--- src/rtl/tkh_pkg.sv ---
package tkh_pkg;

  localparam int CAPACITY     = 16;
  localparam int KEY_BITS     = 32;
  localparam int PAYLOAD_BITS = 32;

  // slot index, child index (one spare bit for 2i+2) and slot count widths
  localparam int IDX_W   = (CAPACITY > 1) ? $clog2(CAPACITY) : 1;
  localparam int CHILD_W = IDX_W + 2;
  localparam int NUM_W   = $clog2(CAPACITY + 1);

  localparam int CAP_CFG_W  = 5;
  localparam int CFG_DATA_W = 5;
  localparam int CFG_IDX_W  = 1;

  localparam logic [CAP_CFG_W-1:0] CAP_RESET = CAP_CFG_W'(16);

  typedef enum logic [CFG_IDX_W-1:0] {
    REG_KEEP_LARGEST = 1'b0,
    REG_CAPACITY     = 1'b1
  } cfg_reg_t;

  typedef enum logic {
    OP_OFFER   = 1'b0,
    OP_READOUT = 1'b1
  } opcode_t;

  typedef struct packed {
    opcode_t                 opcode;
    logic [KEY_BITS-1:0]     item_key;
    logic [PAYLOAD_BITS-1:0] item_payload;
  } item_t;

  typedef struct packed {
    logic                    accepted;
    logic                    out_valid;
    logic [KEY_BITS-1:0]     out_key;
    logic [PAYLOAD_BITS-1:0] out_payload;
    logic                    out_last;
  } result_t;

  typedef struct packed {
    logic [KEY_BITS-1:0]     key;
    logic [PAYLOAD_BITS-1:0] payload;
  } slot_t;

  typedef enum logic [3:0] {
    S_IDLE,
    S_OFFER_CHK,
    S_SIFT_RD,
    S_SIFT_CMP,
    S_RD_VISIT,
    S_RD_CAPT,
    S_RD_NEXT,
    S_RD_UP,
    S_RD_END
  } ctrl_state_t;

  typedef struct packed {
    logic load_item;
    logic rd_root;
    logic rd_children;
    logic write_carried;
    logic write_child;
    logic emit_accept;
    logic emit_reject;
    logic go_left;
    logic go_sib;
    logic go_parent;
    logic capture;
    logic emit_final;
  } ctrl_cmd_t;

  typedef struct packed {
    logic enter;
    logic swap;
    logic left_ok;
    logic sib_ok;
    logic is_root;
    logic occ_idx;
  } dp_status_t;

  // strict rank compare: a is worse than b
  function automatic logic key_worse(input logic keep_largest,
                                     input logic [KEY_BITS-1:0] a,
                                     input logic [KEY_BITS-1:0] b);
    return keep_largest ? (a < b) : (a > b);
  endfunction

endpackage

--- src/rtl/tkh_ram.sv ---
module tkh_ram #(
  parameter int WIDTH = 64,
  parameter int DEPTH = 16
) (
  input  logic                                    clk,
  input  logic                                    we,
  input  logic [((DEPTH > 1) ? $clog2(DEPTH) : 1)-1:0] waddr,
  input  logic [WIDTH-1:0]                        wdata,
  input  logic [((DEPTH > 1) ? $clog2(DEPTH) : 1)-1:0] raddr_a,
  input  logic [((DEPTH > 1) ? $clog2(DEPTH) : 1)-1:0] raddr_b,
  output logic [WIDTH-1:0]                        rdata_a,
  output logic [WIDTH-1:0]                        rdata_b
);

  logic [WIDTH-1:0] mem [DEPTH];

  always_ff @(posedge clk) begin
    if (we) begin
      mem[waddr] <= wdata;
    end
  end

  always_ff @(posedge clk) begin
    rdata_a <= mem[raddr_a];
    rdata_b <= mem[raddr_b];
  end

endmodule

--- src/rtl/tkh_ctrl.sv ---
module tkh_ctrl (
  input  logic                clk,
  input  logic                rst,
  input  logic                start,
  input  tkh_pkg::opcode_t    opcode,
  input  tkh_pkg::dp_status_t status,
  output tkh_pkg::ctrl_cmd_t  cmd,
  output logic                busy
);

  import tkh_pkg::*;

  ctrl_state_t state, state_next;

  always_ff @(posedge clk) begin
    if (rst) begin
      state <= S_IDLE;
    end else begin
      state <= state_next;
    end
  end

  always_comb begin
    state_next = state;
    unique case (state)
      S_IDLE: begin
        if (start) begin
          state_next = (opcode == OP_OFFER) ? S_OFFER_CHK : S_RD_VISIT;
        end
      end
      S_OFFER_CHK: state_next = status.enter ? S_SIFT_RD : S_IDLE;
      S_SIFT_RD:   state_next = status.left_ok ? S_SIFT_CMP : S_IDLE;
      S_SIFT_CMP:  state_next = status.swap ? S_SIFT_RD : S_IDLE;
      S_RD_VISIT:  state_next = status.occ_idx ? S_RD_CAPT : S_RD_NEXT;
      S_RD_CAPT:   state_next = S_RD_NEXT;
      S_RD_NEXT:   state_next = status.left_ok ? S_RD_VISIT : S_RD_UP;
      S_RD_UP: begin
        if (status.is_root) begin
          state_next = S_RD_END;
        end else if (status.sib_ok) begin
          state_next = S_RD_VISIT;
        end
      end
      S_RD_END:    state_next = S_IDLE;
      default:     state_next = S_IDLE;
    endcase
  end

  always_comb begin
    cmd = '0;
    unique case (state)
      S_IDLE: begin
        cmd.rd_root   = 1'b1;
        cmd.load_item = start;
      end
      S_OFFER_CHK: cmd.emit_reject = !status.enter;
      S_SIFT_RD: begin
        cmd.rd_children   = 1'b1;
        // leaf reached: the carried item settles here
        cmd.write_carried = !status.left_ok;
        cmd.emit_accept   = !status.left_ok;
      end
      S_SIFT_CMP: begin
        cmd.write_child   = status.swap;
        cmd.write_carried = !status.swap;
        cmd.emit_accept   = !status.swap;
      end
      S_RD_VISIT: ;
      S_RD_CAPT:  cmd.capture = 1'b1;
      S_RD_NEXT:  cmd.go_left = status.left_ok;
      S_RD_UP: begin
        cmd.go_sib    = !status.is_root && status.sib_ok;
        cmd.go_parent = !status.is_root && !status.sib_ok;
      end
      S_RD_END:   cmd.emit_final = 1'b1;
      default: ;
    endcase
  end

  assign busy = (state != S_IDLE);

endmodule

--- src/rtl/tkh_datapath.sv ---
module tkh_datapath (
  input  logic                                clk,
  input  logic                                rst,
  input  logic                                cfg_we,
  input  logic [tkh_pkg::CFG_IDX_W-1:0]       cfg_index,
  input  logic [tkh_pkg::CFG_DATA_W-1:0]      cfg_wdata,
  input  tkh_pkg::item_t                      item,
  input  tkh_pkg::ctrl_cmd_t                  cmd,
  output tkh_pkg::dp_status_t                 status,
  output logic                                result_strobe,
  output tkh_pkg::result_t                    result
);

  import tkh_pkg::*;

  localparam int SLOT_W = $bits(slot_t);

  logic                 keep_largest;
  logic [CAP_CFG_W-1:0] capacity_in_use;
  logic [NUM_W-1:0]     num_slots;

  item_t                item_reg;
  logic [IDX_W-1:0]     idx;
  logic [CAPACITY-1:0]  occ;
  slot_t                pend;
  logic                 have_pend;

  logic [CHILD_W-1:0]   left_c, right_c, sib_c, num_ext;
  logic [IDX_W-1:0]     left_idx, right_idx, parent_idx;

  logic [IDX_W-1:0]     raddr_a;
  logic [SLOT_W-1:0]    rdata_a_raw, rdata_b_raw, wdata_raw;
  slot_t                rd_l, rd_r, wslot;
  logic                 we;

  logic                 occ_l, occ_r, right_ok;
  logic                 r_worse_l, pick_r, l_worse_c, r_worse_c;

  logic                 result_strobe_next;
  result_t              result_next;

  // configuration registers
  always_ff @(posedge clk) begin
    if (rst) begin
      keep_largest    <= 1'b0;
      capacity_in_use <= CAP_RESET;
    end else if (cfg_we) begin
      unique case (cfg_index)
        REG_KEEP_LARGEST: keep_largest    <= cfg_wdata[0];
        REG_CAPACITY:     capacity_in_use <= cfg_wdata[CAP_CFG_W-1:0];
        default: ;
      endcase
    end
  end

  always_comb begin
    if (capacity_in_use == '0) begin
      num_slots = NUM_W'(1);
    end else if (int'(capacity_in_use) > CAPACITY) begin
      num_slots = NUM_W'(CAPACITY);
    end else begin
      num_slots = NUM_W'(capacity_in_use);
    end
  end

  // tree navigation
  assign left_c     = {1'b0, idx, 1'b1};
  assign right_c    = left_c + CHILD_W'(1);
  assign sib_c      = CHILD_W'(idx) + CHILD_W'(1);
  assign num_ext    = CHILD_W'(num_slots);
  assign left_idx   = left_c[IDX_W-1:0];
  assign right_idx  = right_c[IDX_W-1:0];
  assign parent_idx = (idx - IDX_W'(1)) >> 1;
  assign right_ok   = (right_c < num_ext);

  // slot storage
  assign raddr_a = cmd.rd_children ? left_idx : (cmd.rd_root ? '0 : idx);

  tkh_ram #(
    .WIDTH (SLOT_W),
    .DEPTH (CAPACITY)
  ) u_slots (
    .clk     (clk),
    .we      (we),
    .waddr   (idx),
    .wdata   (wdata_raw),
    .raddr_a (raddr_a),
    .raddr_b (right_idx),
    .rdata_a (rdata_a_raw),
    .rdata_b (rdata_b_raw)
  );

  assign rd_l = rdata_a_raw;
  assign rd_r = rdata_b_raw;

  // sift compare: an empty slot ranks worst, ties pick the left child
  assign occ_l = occ[left_idx];
  assign occ_r = occ[right_idx];

  always_comb begin
    if (!occ_r) begin
      r_worse_l = occ_l;
    end else if (!occ_l) begin
      r_worse_l = 1'b0;
    end else begin
      r_worse_l = key_worse(keep_largest, rd_r.key, rd_l.key);
    end
  end

  assign pick_r    = right_ok && r_worse_l;
  assign l_worse_c = !occ_l || key_worse(keep_largest, rd_l.key, item_reg.item_key);
  assign r_worse_c = !occ_r || key_worse(keep_largest, rd_r.key, item_reg.item_key);

  always_comb begin
    if (cmd.write_child) begin
      wslot = pick_r ? rd_r : rd_l;
    end else begin
      wslot.key     = item_reg.item_key;
      wslot.payload = item_reg.item_payload;
    end
  end

  assign wdata_raw = wslot;
  assign we        = cmd.write_carried || cmd.write_child;

  assign status.enter   = !occ[0] || key_worse(keep_largest, rd_l.key, item_reg.item_key);
  assign status.swap    = pick_r ? r_worse_c : l_worse_c;
  assign status.left_ok = (left_c < num_ext);
  assign status.sib_ok  = idx[0] && (sib_c < num_ext);
  assign status.is_root = (idx == '0);
  assign status.occ_idx = occ[idx];

  always_ff @(posedge clk) begin
    if (cmd.load_item) begin
      item_reg <= item;
    end
    if (cmd.capture) begin
      pend <= rd_l;
    end
  end

  always_ff @(posedge clk) begin
    if (rst) begin
      occ       <= '0;
      idx       <= '0;
      have_pend <= 1'b0;
    end else begin
      if (cmd.load_item) begin
        idx       <= '0;
        have_pend <= 1'b0;
      end
      if (cmd.write_carried) begin
        occ[idx] <= 1'b1;
      end
      if (cmd.write_child) begin
        occ[idx] <= pick_r ? occ_r : occ_l;
        idx      <= pick_r ? right_idx : left_idx;
      end
      if (cmd.go_left) begin
        idx <= left_idx;
      end
      if (cmd.go_sib) begin
        idx <= sib_c[IDX_W-1:0];
      end
      if (cmd.go_parent) begin
        idx <= parent_idx;
      end
      if (cmd.capture) begin
        have_pend <= 1'b1;
      end
    end
  end

  // results: a readout holds one found slot back so the last one gets out_last
  always_comb begin
    result_next        = result;
    result_strobe_next = 1'b0;
    if (cmd.emit_accept || cmd.emit_reject) begin
      result_next.accepted    = cmd.emit_accept;
      result_next.out_valid   = 1'b0;
      result_next.out_key     = '0;
      result_next.out_payload = '0;
      result_next.out_last    = 1'b1;
      result_strobe_next      = 1'b1;
    end else if ((cmd.capture && have_pend) || cmd.emit_final) begin
      result_next.accepted    = 1'b0;
      result_next.out_valid   = have_pend;
      result_next.out_key     = have_pend ? pend.key : '0;
      result_next.out_payload = have_pend ? pend.payload : '0;
      result_next.out_last    = cmd.emit_final;
      result_strobe_next      = 1'b1;
    end
  end

  always_ff @(posedge clk) begin
    if (rst) begin
      result_strobe <= 1'b0;
    end else begin
      result_strobe <= result_strobe_next;
    end
  end

  always_ff @(posedge clk) begin
    result <= result_next;
  end

endmodule

--- src/rtl/top_k_bounded_heap.sv ---
// channel   | ports                              | transfer
// ----------+------------------------------------+-------------------------------
// command   | start, busy, item                  | start && !busy at a rising edge
// result    | result_strobe, result              | one cycle per strobe, no stall
// config    | cfg_we, cfg_index, cfg_wdata       | cfg_we at a rising edge
//
// Offer: a root check (S_IDLE reads the root, S_OFFER_CHK compares), then for
//   each level sifted one read of both children from the slot RAM (S_SIFT_RD)
//   and one compare/write step (S_SIFT_CMP).
// Readout: a preorder walk that visits each slot in use and climbs back up to the root.
// Reset (rst, synchronous): heap empty, keep smallest, 16 slots in use.
// The result side cannot stall; busy stays high until the last result.
module top_k_bounded_heap (
  input  logic                           clk,
  input  logic                           rst,
  input  logic                           start,
  output logic                           busy,
  input  tkh_pkg::item_t                 item,
  output logic                           result_strobe,
  output tkh_pkg::result_t               result,
  input  logic                           cfg_we,
  input  logic [tkh_pkg::CFG_IDX_W-1:0]  cfg_index,
  input  logic [tkh_pkg::CFG_DATA_W-1:0] cfg_wdata
);

  import tkh_pkg::*;

  ctrl_cmd_t  cmd;
  dp_status_t status;

  tkh_ctrl u_ctrl (
    .clk    (clk),
    .rst    (rst),
    .start  (start),
    .opcode (item.opcode),
    .status (status),
    .cmd    (cmd),
    .busy   (busy)
  );

  tkh_datapath u_dp (
    .clk           (clk),
    .rst           (rst),
    .cfg_we        (cfg_we),
    .cfg_index     (cfg_index),
    .cfg_wdata     (cfg_wdata),
    .item          (item),
    .cmd           (cmd),
    .status        (status),
    .result_strobe (result_strobe),
    .result        (result)
  );

  a_start_goes_busy: assert property (@(posedge clk) disable iff (rst)
    start && !busy |=> busy)
    else $error("accepted transaction did not raise busy");

  a_last_ends_work: assert property (@(posedge clk) disable iff (rst)
    result_strobe && result.out_last |-> !busy)
    else $error("final result while still busy");

  a_mid_is_readout: assert property (@(posedge clk) disable iff (rst)
    result_strobe && !result.out_last |-> busy && result.out_valid)
    else $error("non-final result outside a readout");

  a_offer_shape: assert property (@(posedge clk) disable iff (rst)
    result_strobe && result.accepted |-> !result.out_valid && result.out_last)
    else $error("accepted offer result carries readout data");

endmodule

--- config.mk ---
export PLATFORM = sky130hd
export DESIGN_NAME = top_k_bounded_heap
export DESIGN_NICKNAME = d
export VERILOG_FILES = /design/src/rtl/tkh_pkg.sv /design/src/rtl/tkh_ram.sv /design/src/rtl/tkh_ctrl.sv /design/src/rtl/tkh_datapath.sv /design/src/rtl/top_k_bounded_heap.sv
export SDC_FILE = /design/constraint.sdc
export NUM_CORES = 2
export LEC_CHECK = 0
export BUFFER_PORTS_ARGS = -buffer_cell sky130_fd_sc_hd__buf_4
export CAP_MARGIN = 20
export CORE_MARGIN = 3
export CORE_UTILIZATION = 60
export CTS_CLUSTER_DIAMETER = 100
export DETAILED_ROUTE_END_ITERATION = 8
export PLACE_DENSITY = 0.77
export REMOVE_ABC_BUFFERS = 1
export SETUP_SLACK_MARGIN = 0.4
export SLEW_MARGIN = 20
export SYNTH_ARGS = -nofsm -noshare
export SYNTH_HDL_FRONTEND = slang
export SYNTH_HIERARCHICAL = 1
export SYNTH_SLANG_ARGS = --single-unit
--- constraint.sdc ---
create_clock -name clk -period 25.7 [get_ports clk]
set_clock_uncertainty 0.05 [all_clocks]
set_input_delay 1.285 -clock clk [delete_from_list [all_inputs] [get_ports clk]]
set_output_delay 1.285 -clock clk [all_outputs]
set_load 0.05 [all_outputs]
### Word level (Yosys, flattened, before mapping)

Memories as Yosys holds them, arrays and structs flattened. A register that Yosys moved wholly into a read port is not among the register bits.
Cells that the tools add are included.

* flip-flop bits (word level): 227
* memory bits (writable): 1024
* input bits: 75
* memories kept: 1

Memory list
* u_dp.u_slots.mem: depth 16, bits a word 64, rd ports 2, clocked after Yosys merged registers in 2, wr ports 1, line tkh_ram.sv:15 `logic [WIDTH-1:0] mem [DEPTH];`

* $add $sub $neg: 3
* order comparisons: 14
* eq/ne operators: 10
* mux-type cells: 60
* bitwise gates (word level): 2
* reduce and logical (&&, ||, !) cells: 32

Operator list (count)
* 67-bit 2-to-1 mux: 2
* 64-bit 2-to-1 mux: 2
* 32-bit > comparator: 3
* 32-bit less-than comparator: 3
* 32-bit 2-to-1 mux: 2
* 16-bit 2-to-1 mux: 3
* 4-bit 2-to-1 mux: 10
* 4-bit case mux with 8 select lines: 1
* 1-bit 2-to-1 mux: 23
* 16-bit bitwise mux: 1
* 4-bit by 3-bit == test with 1-bit output (second input constant): 4
* 16-bit OR: 1
* 4-bit by 5-bit less-than comparator with 1-bit output (second input constant): 3
* 2-bit 2-to-1 mux: 7
* 6-bit by 5-bit less-than comparator with 1-bit output: 2
* 5-bit 2-to-1 mux: 2
* 1-bit binary-select mux with 4-bit select: 2
* 4-bit by 2-bit == test with 1-bit output (second input constant): 2
* 1-bit zero test: 8
* 4-bit zero test: 2
* 4-bit nonzero test: 2
* 5-bit by 1-bit adder with 6-bit output (second input constant): 1
* 1-bit logical AND: 6
* 1-bit logical OR: 6
* 19 further kinds: 23

### Logic depth before layout (Yosys ltp)

* word-level depth: 12
* gate-level depth with buffers: 21

### Modules after synthesis

The synthesis kept the hierarchy.

By module, submodules not included
* tkh_ram: instances 1, cells each 2247, area an instance 48307.6 um2
* tkh_datapath: instances 1, cells each 1110, area an instance 11573.6 um2
* tkh_ctrl: instances 1, cells each 47, area an instance 394.1 um2

### Worst setup path before layout

No wires, ideal clock.

* path type: flip-flop to flip-flop
* start: reg u_dp.idx[0]
* end: mem u_dp.u_slots.mem[0][0] (enable)
* library setup time: 0.565 ns
* arrival time: 8.749 ns
* data required time: 25.085 ns
* slack: 16.336 ns
* stages on the path, launching flop included: 19
* path buffers: 5
* path through: dfxtp_1 -> buf_6 -> clkbuf_1 -> inv_1 -> ha_1 -> ha_1 -> o21a_1 -> o21ai_0 -> o21a_2 -> a21boi_4 -> buf_2 -> nor2_1 -> a2bb2oi_1 -> and4_2 -> clkbuf_1 -> or2_2 -> clkbuf_1 -> or3b_2 -> nor3_1

RTL lines
* start, declared: line tkh_datapath.sv:23 `logic [IDX_W-1:0] idx;`
* start signal, assigned: line tkh_datapath.sv:157 `idx <= pick_r ? right_idx : left_idx;`
* start signal, assigned: line tkh_datapath.sv:160 `idx <= left_idx;`
* start signal, assigned: line tkh_datapath.sv:163 `idx <= sib_c[IDX_W-1:0];`
* end, declared: line tkh_ram.sv:15

==> metrics.csv <==
metric,value,unit
first-pass GRT wire length,242400,um
CTS sink cnt,1379,
Worst-Margin Slew,1153,ps
Starting Density,60.89,%
"EDFF count, synth",1153,
detailed placer's ending HPWL,89660,um
final cell count without fillers,4923,
RSZ-0062 raised after global routing,false,
final hold violations,0,
fin nets,3707,
cell depth of the worst flop-to-flop path,15,
Layout Utilization,68.12,%
Synth Register Bits,1379,
Die H,323.0,um
Most used DFF post-synth,edfxtp_1,
endpoint type of the worst setup path,flip-flop,
Fmax,127.8,MHz
hold path startpoint,u_dp/u_slots/rdata_a[5],
Root Buffer,clkbuf_16,
register bank with the most flops,u_dp/u_slots/mem,
global route overflow,0,
IO buf count,143,
status,finished clean,
Syn Area/Cell,17.71,um2
max reg flops,1024,
PD cells,96.25,nW/um2
core area,98990,um2
critical path arrival,8130,ps
Worst Hold Path Cells,0,
Routed Antenna Nets,0,
reg-to-reg startpoint,u_dp/idx[0],
H-Tree Level Count,4,
synthesis warning total,6,
Setup CP Type,flip-flop to flip-flop,
most instantiated library cell after synthesis,edfxtp_1,
post-synth top area cell,edfxtp_1,
Clock transition at path regs,70,ps
gr usage total,31.91,%
Post-Synthesis Cells,3404,
DR vias,35662,
commonest cells in the netlist,"edfxtp_1, mux4_2, nand2_1, a22oi_1, dfxtp_1",
final WL,164100,um
final period utilization,30.44,%
Worst VDD drop,64.45,uV
CTS tree,built,
Crit Path Max Fanout,49,
final setup vio count,0,
post-synth top area share,57.44,%
setup TNS,0,ps
Pwr Total,6.491,mW
I/O pin count,144,
Iter 0 DRT Violations,5076,
share of cells above drive strength 1,28.91,%
biggest regs,"u_dp/u_slots/mem: 1024 flops, u_dp/result: 67 flops",
PostCTS Resize Cnt,0,
global placer's final weighted congestion,0.9004,
P&R area growth vs syn,11.89,%
# diodes,0,
register area share after synthesis,64.95,%
path type of the worst min-delay path,flip-flop to flip-flop,
Max Slew Vio Count,0,
Min-Delay Endpoint,u_dp/pend[5],
fin crit period,7824,ps
CP required,26000,ps
hold_buf cts,0,
largest net degree at the start of global routing,257,
drt drc,0,
Pre-antenna DRT Iters,6,
"Cell Area, Synth",60280,um2
Die Wd,323.0,um
row cnt,115,
RR Endpoint,u_dp/u_slots/mem[10][0],
Wirelength per Cell,33.32,um
P_leak,22.49,nW
Longest Clk Path Bufs,3,
R2R setup slack,17880,ps
startpoint types,flip-flop,
initial antenna violation count,0,
maxcap violations,0,
Netlist cell types,79,
setup repair bufs after CTS,0,
Via density,7.244,
die area,104300,um2
async set-reset flop share out of synthesis,0,%
placed cell count,4666,
"Clk Latency, worst-skew pair",760,ps
Max transition margin,23.15,%
total CTS buffers,138,
"top cells by area, synth","edfxtp_1, mux4_2, dfxtp_1",
vias in the first global route,37383,
final cells by class:
cell class              count  area (um2)
fillers                  6182       31560
flip-flops and latches   1379       39150
clock inverters            65       571.8
clock buffers             191        3954
multi-input cells        1708       20190
inverters                  83       319.1
repair buffers            210        1644
well taps                1287        1610
worst max-delay path by stage:
stage | from | end | slack [ps] | depth (start not counted)
after CTS | u_dp/idx[0] | u_dp/u_slots/mem[10][18] | 18080 | 15
after global routing | u_dp/idx[1] | u_dp/u_slots/mem[10][0] | 17570 | 14
final | u_dp/idx[0] | u_dp/u_slots/mem[10][0] | 17880 | 15
after detailed placement | u_dp/idx[0] | u_dp/u_slots/mem[10][0] | 18200 | 15
after global placement | u_dp/idx[0] | u_dp/u_slots/mem[1][16] | 18260 | 15
after floorplan | u_ctrl/state[0] | u_dp/u_slots/rdata_a[0] | 3470 | 7
routing by layer:
layer	track usage, %	up-vias	part of all wire (%)
met4	14.52	0	4.5
li1	-	14330	-
met2	51.34	2552	49
met1	42.31	18316	35
met3	7.151	464	12
met5	0	-	0
report_power, final:
| part | switching, mW | internal, mW | leakage (nW) |
|---|---|---|---|
| Clock | 0.838 | 1.17 | 2.22 |
| Sequential | 0.145 | 2.75 | 12.3 |
| Combinational | 0.976 | 0.611 | 8.00 |
critical path: stages, from the launching register on:
cell and delay (ps):
dfxtp_1 740, buf_4 350, ha_1 420, xor2_1 790, ha_1 370, o21a_1 110
o21ai_0 140, o21a_2 210, a21boi_4 200, nor2_1 60, a2bb2oi_1 300, and4_4 850
or2_2 470, nand3b_1 360, nor2_4 970, buf_4 970
metrics by stage:
step	area, um2	setup slack, ps	hold WS (ps)
after CTS	67090	18080	377.4
after detailed placement	62570	18200	368.1
after global placement	62430	18260	368.2
final	67440	17880	375.1
after floorplan	59040	3472	358.1
after global routing	67440	17570	387.8
cell families (layout without fill, tap and decap cells):
kind of cell,after synthesis,after routing,share of synthesized area (%)
AO/OA/AOI/OAI,553,553,6.734
XOR/XNOR,4,4,0.05813
buffers and inverters,317,549,2.559
flip-flops,1379,1379,64.95
adder cells (fa/ha/maj),112,112,2.325
AND/OR/NAND/NOR,511,511,3.770
multiplexers,527,527,19.60
other,1,1,0.006221
placed cells by master (no fill, tap or decap), types with 33 or more instances in the layout:
cell type     n
edfxtp_1   1153
nand2_1     288
inv_1        81
a22o_1       64
clkbuf_1     33
a31oi_2      63
a22oi_1     256
clkbuf_16   147
ha_1        112
a21oi_1      48
buf_4       203
nor2_1       88
mux4_2      515
dfxtp_1     226
(Power assumes the default switching activity.)
